===== src/rtl/kpcbc_pkg.sv =====
package kpcbc_pkg;

    localparam int unsigned TableDepth = 256;
    localparam int unsigned ByteW      = 8;
    localparam int unsigned AddrW      = $clog2(TableDepth);
    localparam int unsigned ModeW      = 3;

    // operation codes carried in the mode field
    localparam logic [ModeW-1:0] MODE_LOAD      = 3'd0;
    localparam logic [ModeW-1:0] MODE_ENC_BEGIN = 3'd1;
    localparam logic [ModeW-1:0] MODE_ENC_BYTE  = 3'd2;
    localparam logic [ModeW-1:0] MODE_DEC_BEGIN = 3'd3;
    localparam logic [ModeW-1:0] MODE_DEC_BYTE  = 3'd4;

    typedef struct packed {
        logic [ModeW-1:0] mode;
        logic [ByteW-1:0] key_index;
        logic [ByteW-1:0] key_value;
        logic [ByteW-1:0] length_low;
        logic             continue_chain;
        logic [ByteW-1:0] data_byte;
    } t_in_word;

    typedef struct packed {
        logic [ByteW-1:0] result_byte;
        logic             is_tag;
    } t_out_word;

    // requests to the key/inverse table pair
    typedef struct packed {
        logic             load;      // write key[idx]=val and inv[val]=idx
        logic [AddrW-1:0] load_idx;
        logic [ByteW-1:0] load_val;
        logic             key_re;
        logic [AddrW-1:0] key_addr;
        logic             inv_re;
        logic [AddrW-1:0] inv_addr;
    } t_tbl_req;

endpackage


===== src/rtl/keyed_permutation_chained_byte_cipher.sv =====
// Channel | Direction | Handshake                  | Word
// in      | input     | i_in_valid / o_in_stall    | i_in_word  (kpcbc_pkg::t_in_word)
// out     | output    | o_out_valid / i_out_stall  | o_out_word (kpcbc_pkg::t_out_word)
//
// Steps: key load and unused modes finish in idle; byte ops, decrypt begin
//   and chained encrypt begin make one table read, unchained encrypt begin two,
//   as the synchronous table read's data sets the next address.
// Reset: synchronous, active low; clears the running index and control only.
//   Table contents are undefined until loaded.
// Stalls: a finished word waits in the output register while the next input
//   word is taken; a read result waits in the table's read register while the
//   output register is full and stalled.
module keyed_permutation_chained_byte_cipher (
    input  logic                  i_clk,
    input  logic                  i_rst_n,
    input  logic                  i_in_valid,
    output logic                  o_in_stall,
    input  kpcbc_pkg::t_in_word   i_in_word,
    output logic                  o_out_valid,
    input  logic                  i_out_stall,
    output kpcbc_pkg::t_out_word  o_out_word
);

    // sequencer states
    localparam logic [1:0] ST_IDLE = 2'd0;  // free to take a word
    localparam logic [1:0] ST_READ = 2'd1;  // first table read returning
    localparam logic [1:0] ST_TAG  = 2'd2;  // tag read returning

    logic [1:0]                   r_state, n_state;
    logic [kpcbc_pkg::ModeW-1:0]  r_op, n_op;
    logic [kpcbc_pkg::ByteW-1:0]  r_data, n_data;
    logic [kpcbc_pkg::ByteW-1:0]  r_t, n_t;
    logic                         r_ovalid, n_ovalid;
    kpcbc_pkg::t_out_word         r_oword, n_oword;

    kpcbc_pkg::t_tbl_req          tbl_req;
    logic [kpcbc_pkg::ByteW-1:0]  key_q;
    logic [kpcbc_pkg::ByteW-1:0]  inv_q;
    logic                         in_acc;
    logic                         out_free;

    kpcbc_tables u_tables (
        .i_clk   (i_clk),
        .i_req   (tbl_req),
        .o_key_q (key_q),
        .o_inv_q (inv_q)
    );

    assign o_in_stall = (r_state != ST_IDLE);
    assign in_acc     = i_in_valid && !o_in_stall;
    // output register can take a word this cycle
    assign out_free   = !r_ovalid || !i_out_stall;

    always_comb begin
        n_state  = r_state;
        n_op     = r_op;
        n_data   = r_data;
        n_t      = r_t;
        n_ovalid = r_ovalid && i_out_stall;
        n_oword  = r_oword;

        tbl_req          = '0;
        tbl_req.load_idx = i_in_word.key_index;
        tbl_req.load_val = i_in_word.key_value;

        case (r_state)
            ST_IDLE: begin
                if (in_acc) begin
                    n_op   = i_in_word.mode;
                    n_data = i_in_word.data_byte;
                    case (i_in_word.mode)
                        kpcbc_pkg::MODE_LOAD: begin
                            tbl_req.load = 1'b1;
                        end
                        kpcbc_pkg::MODE_ENC_BEGIN: begin
                            tbl_req.key_re = 1'b1;
                            if (i_in_word.continue_chain) begin
                                // index kept: go straight to the tag read
                                tbl_req.key_addr = r_t - 8'd1;
                                n_state          = ST_TAG;
                            end else begin
                                tbl_req.key_addr = i_in_word.length_low;
                                n_state          = ST_READ;
                            end
                        end
                        kpcbc_pkg::MODE_ENC_BYTE: begin
                            tbl_req.key_re   = 1'b1;
                            tbl_req.key_addr = i_in_word.data_byte - r_t;
                            n_state          = ST_READ;
                        end
                        kpcbc_pkg::MODE_DEC_BEGIN,
                        kpcbc_pkg::MODE_DEC_BYTE: begin
                            tbl_req.inv_re   = 1'b1;
                            tbl_req.inv_addr = i_in_word.data_byte;
                            n_state          = ST_READ;
                        end
                        default: begin
                            // unused modes are dropped
                        end
                    endcase
                end
            end
            ST_READ: begin
                case (r_op)
                    kpcbc_pkg::MODE_ENC_BEGIN: begin
                        // seed index from K[len], then fetch tag K[t-1]
                        n_t              = key_q;
                        tbl_req.key_re   = 1'b1;
                        tbl_req.key_addr = key_q - 8'd1;
                        n_state          = ST_TAG;
                    end
                    kpcbc_pkg::MODE_ENC_BYTE: begin
                        if (out_free) begin
                            n_ovalid            = 1'b1;
                            n_oword.result_byte = key_q;
                            n_oword.is_tag      = 1'b0;
                            n_t                 = r_t + key_q + 8'd1;
                            n_state             = ST_IDLE;
                        end
                    end
                    kpcbc_pkg::MODE_DEC_BEGIN: begin
                        n_t     = inv_q + 8'd1;
                        n_state = ST_IDLE;
                    end
                    kpcbc_pkg::MODE_DEC_BYTE: begin
                        if (out_free) begin
                            n_ovalid            = 1'b1;
                            n_oword.result_byte = inv_q + r_t;
                            n_oword.is_tag      = 1'b0;
                            n_t                 = r_t + r_data + 8'd1;
                            n_state             = ST_IDLE;
                        end
                    end
                    default: begin
                        n_state = ST_IDLE;
                    end
                endcase
            end
            ST_TAG: begin
                if (out_free) begin
                    n_ovalid            = 1'b1;
                    n_oword.result_byte = key_q;
                    n_oword.is_tag      = 1'b1;
                    n_state             = ST_IDLE;
                end
            end
            default: begin
                n_state = ST_IDLE;
            end
        endcase
    end

    always_ff @(posedge i_clk) begin
        if (!i_rst_n) begin
            r_state  <= ST_IDLE;
            r_t      <= '0;
            r_ovalid <= 1'b0;
        end else begin
            r_state  <= n_state;
            r_t      <= n_t;
            r_ovalid <= n_ovalid;
        end
    end

    // payload: no reset
    always_ff @(posedge i_clk) begin
        r_op    <= n_op;
        r_data  <= n_data;
        r_oword <= n_oword;
    end

    assign o_out_valid = r_ovalid;
    assign o_out_word  = r_oword;

endmodule


===== src/rtl/kpcbc_tables.sv =====
module kpcbc_tables (
    input  logic                         i_clk,
    input  kpcbc_pkg::t_tbl_req          i_req,
    output logic [kpcbc_pkg::ByteW-1:0]  o_key_q,
    output logic [kpcbc_pkg::ByteW-1:0]  o_inv_q
);

    logic [kpcbc_pkg::ByteW-1:0] key_mem [kpcbc_pkg::TableDepth];
    logic [kpcbc_pkg::ByteW-1:0] inv_mem [kpcbc_pkg::TableDepth];
    logic [kpcbc_pkg::ByteW-1:0] r_key_q;
    logic [kpcbc_pkg::ByteW-1:0] r_inv_q;

    // read data holds until the next read enable
    always_ff @(posedge i_clk) begin
        if (i_req.load) begin
            key_mem[i_req.load_idx] <= i_req.load_val;
        end
        if (i_req.key_re) begin
            r_key_q <= key_mem[i_req.key_addr];
        end
    end

    always_ff @(posedge i_clk) begin
        if (i_req.load) begin
            inv_mem[i_req.load_val] <= i_req.load_idx;
        end
        if (i_req.inv_re) begin
            r_inv_q <= inv_mem[i_req.inv_addr];
        end
    end

    assign o_key_q = r_key_q;
    assign o_inv_q = r_inv_q;

endmodule

===== config.mk =====
export PLATFORM = sky130hd
export DESIGN_NAME = keyed_permutation_chained_byte_cipher
export DESIGN_NICKNAME = d
export VERILOG_FILES = /design/src/rtl/kpcbc_pkg.sv /design/src/rtl/keyed_permutation_chained_byte_cipher.sv /design/src/rtl/kpcbc_tables.sv
export SDC_FILE = /design/constraint.sdc
export NUM_CORES = 2
export LEC_CHECK = 0
export ABC_AREA = 0
export BUFFER_PORTS_ARGS = -buffer_cell sky130_fd_sc_hd__buf_2
export CAP_MARGIN = 20
export CORE_MARGIN = 10
export CORE_UTILIZATION = 25
export DETAILED_ROUTE_END_ITERATION = 10
export PLACE_DENSITY = 0.47
export SYNTH_ARGS = -nofsm -noshare
export SYNTH_HDL_FRONTEND = slang
export SYNTH_SLANG_ARGS = --single-unit

===== constraint.sdc =====
create_clock -name i_clk -period 5.65 [get_ports i_clk]
set_input_delay 0.8475 -clock i_clk [delete_from_list [all_inputs] [get_ports i_clk]]
set_output_delay 0.8475 -clock i_clk [all_outputs]
set_load 0.03 [all_outputs]

==> run summary <==
Latest clock arrival within the worst-skew pair: 1030 ps
Vias per cell: 4.84
Die X: 830 um
Layout cell share with drive strength beyond 1: 21.3%
Crit path max-delay family: simple AND/OR/NAND/NOR gates
Filler cell count: 64700
Routed vias: 93400
Final min period: 5420 ps
CTS resizes: 0
Pwr Density: 340 mW/mm^2
Final HPWL DP: 358 mm
Die area: 0.690 mm^2
NetSw: 15.5 mW
Gr usage total: 15.3%
Final Hold Vio Count: 0
WS Path Type: reg2reg
Fmax: 184 MHz
Non-Filler Cell Area, Final: 0.194 mm^2
Iter 0 DRT Violations: 11000
Top FF cell, synth: edfxtp_1
Row count: 297
Status: finished clean
Core area: 0.654 mm^2
Fin cells: 19300
Global-route wire length before repair: 764 mm
Placed insts: 18500
Critical path arrival: 6170 ps
Final Util: 29.6%
Top cell type's share of synthesized area: 75.6%
Post-DP Area: 0.180 mm^2
Worst EP required: 6400 ps
Wire per inst: 28.6 um
Synthesized area: 0.164 mm^2
CTS tree: done
Final nets: 10300
Final Cycle Share: 95.9%
Slowest CP cell: nor3_1
Initial Util: 25.1%
Cts hold-fix bufs: 0
Detail Route Antenna Nets: 0
Largest stage delay on the critical path: 970 ps
Setup TNS: 0 ps
Clk sinks: 4143
Worst path cell trace: inv_1 > ha_1 > nand4b_2 > nor3_1 > or3_4 > nor2_2 > buf_4 > a22o_1 > nor3_1 > a2111oi_0 > nor2_1 > o22a_1 > nand4b_1
Min-Delay Path Class: in2reg
Endpoints failing setup: 0
Total grt overflow: 0
Routability cong.: 0.882
Seq pwr share: 51.6%
Chip height: 830 um
Crit Path Max Fanout: 14
Root Driver: clkbuf_16
Netlist cell types: 93
WP buf/inv: 2
Largest net degree at the start of global routing: 164
DR DRC count: 0
Clock share of power: 41.5%
Top-count cell post-synth: edfxtp_1
Setup Buffers After CTS: 0
Sw frac: 23.6%
Most frequent CP cell: nor3_1
Int Power: 50.3 mW
Most area-hungry cell type in the Yosys netlist: edfxtp_1
Static leakage: 61.5 nW
Max_cap viols: 0
Fraction of the yosys area taken by sequential cells: 75.7%
IO Port Bufs: 50
Synthesis-to-finish area growth: 17.9%
Post-synth EDFFs: 4132
Post-route setup slack: 229 ps
FF+latch count, synth: 4143
Synth warn: 0
Logic pwr share: 6.9%
Initial antenna violation count: 30
Post-Route WL: 551 mm
Power Total: 65.8 mW
Largest cells by area after synthesis: edfxtp_1 (76%), mux4_2 (8.3%), nand2_1 (2.7%), mux2i_1 (1.8%), nor2_1 (1.6%)
Slew margin rel.: 15.2%
First-pass DRT Iterations: 6
CTS clock-pin slew for the worst setup and hold paths: 60 ps
H-tree depth: 5
Most frequent cells after synthesis: edfxtp_1 (4132), nand2_1 (1170), nor2_1 (693)
Skew final: 70.4 ps
CTS Buffer Depth: 4
Slew Limit Fails: 0
Pre-CTS setup slack: 73.5 ps
Worst vdd rail ir drop: 0.000245 V
I/O Pins: 51
Worst-Margin Slew: 1270 ps
Setup crit start kind: flip-flop
Mapped Avg Cell Area: 17.4 um^2
Hold WS: 128 ps
Synth Instances: 9457
Async SR Flop Fraction: 0%
Syn nets: 9537
TritonCTS Buffers: 424
Critical Path End Type: flip-flop
Vias in the first global route: 92600
RSZ-0062 raised after global routing: false
[flip-flops by register name, indices dropped and copies added (netlist names), 2 cells and up]
name              cells
r_t                   8
u_tables.key_mem   2048
o_out_word            9
r_state               2
u_tables.o_inv_q      8
r_data                8
u_tables.o_key_q      8
r_op                  3
u_tables.inv_mem   2048
[final cells by class]
class	instances	area [um^2]	share of cell area (%)
Antenna cell	13	32.5	0.0168
Clock buffer	530	11100	5.72
Clock inverter	244	2090	1.08
Inverter	29	110	0.0569
Multi-Input combinational cell	4702	37000	19.1
Sequential cell	4143	124000	64.2
Tap cell	8671	10800	5.60
Timing Repair Buffer	959	8090	4.18
[cell families (layout without fill, tap and decap cells)]
family,after synthesis,in the layout,synth area share (%)
buffers and inverters,612,1762,1.95
AND/OR/NAND/NOR,2396,2396,6.18
flip-flops,4143,4143,75.7
adder cells (fa/ha/maj),40,40,0.323
XOR/XNOR,39,39,0.208
multiplexers,941,941,10.4
AO/OA/AOI/OAI,1286,1286,5.28
other,0,13,0
[layout by cell type (no fill, tap or decap), drive strengths merged, types with 67 or more instances in the layout]
master  instances
clkinv        195
nand2        1171
nor2          696
buf           958
a311oi         67
and3          118
o22ai         140
a31oi         126
a211oi         74
a21oi         289
mux2i         292
clkbuf        531
a22oi          83
o21ai         179
nand3         196
edfxtp       4132
mux4          602
[final timing paths]
| path | slack [ps] | depth (start not counted) | endpoint | from |
|---|---|---|---|---|
| worst max-delay path | 230 | 13 | u_tables.o_key_q[4] | r_state[0] |
| worst min-delay path | 130 | 3 | r_t[3] | i_rst_n |
| worst max register to register | 230 | 13 | u_tables.o_key_q[4] | r_state[0] |
| worst min register to register | 590 | 2 | r_state[0] | r_state[0] |
[worst reg2reg max path: stages (launching register included)]
cell       delay, ps
dfxtp_1          350
inv_1             90
ha_1             400
nand4b_2         310
nor3_1           650
or3_4            540
nor2_2           250
buf_4            300
a22o_1           350
nor3_1           980
a2111oi_0        170
nor2_1           230
o22a_1           370
nand4b_1         160
[power groups by stage]
stage	Combinational, mW	Sequential (mW)	Clock (mW)
2_1_floorplan	2.10	34.6	0
3_3_place_gp	4.52	34.6	0
3_5_place_dp	4.53	34.6	0
4_1_cts	4.54	34.0	27.8
5_1_grt	4.73	33.9	29.0
6_report	4.54	33.9	27.3
[routing by layer]
metal | GRT usage, % | share of wire, %
met2 | 24.5 | 46
met4 | 5.25 | 3.9
met5 | 0 | 0.036
met1 | 21.0 | 43
met3 | 2.70 | 6.9
Power figures use the tool's default switching activity.
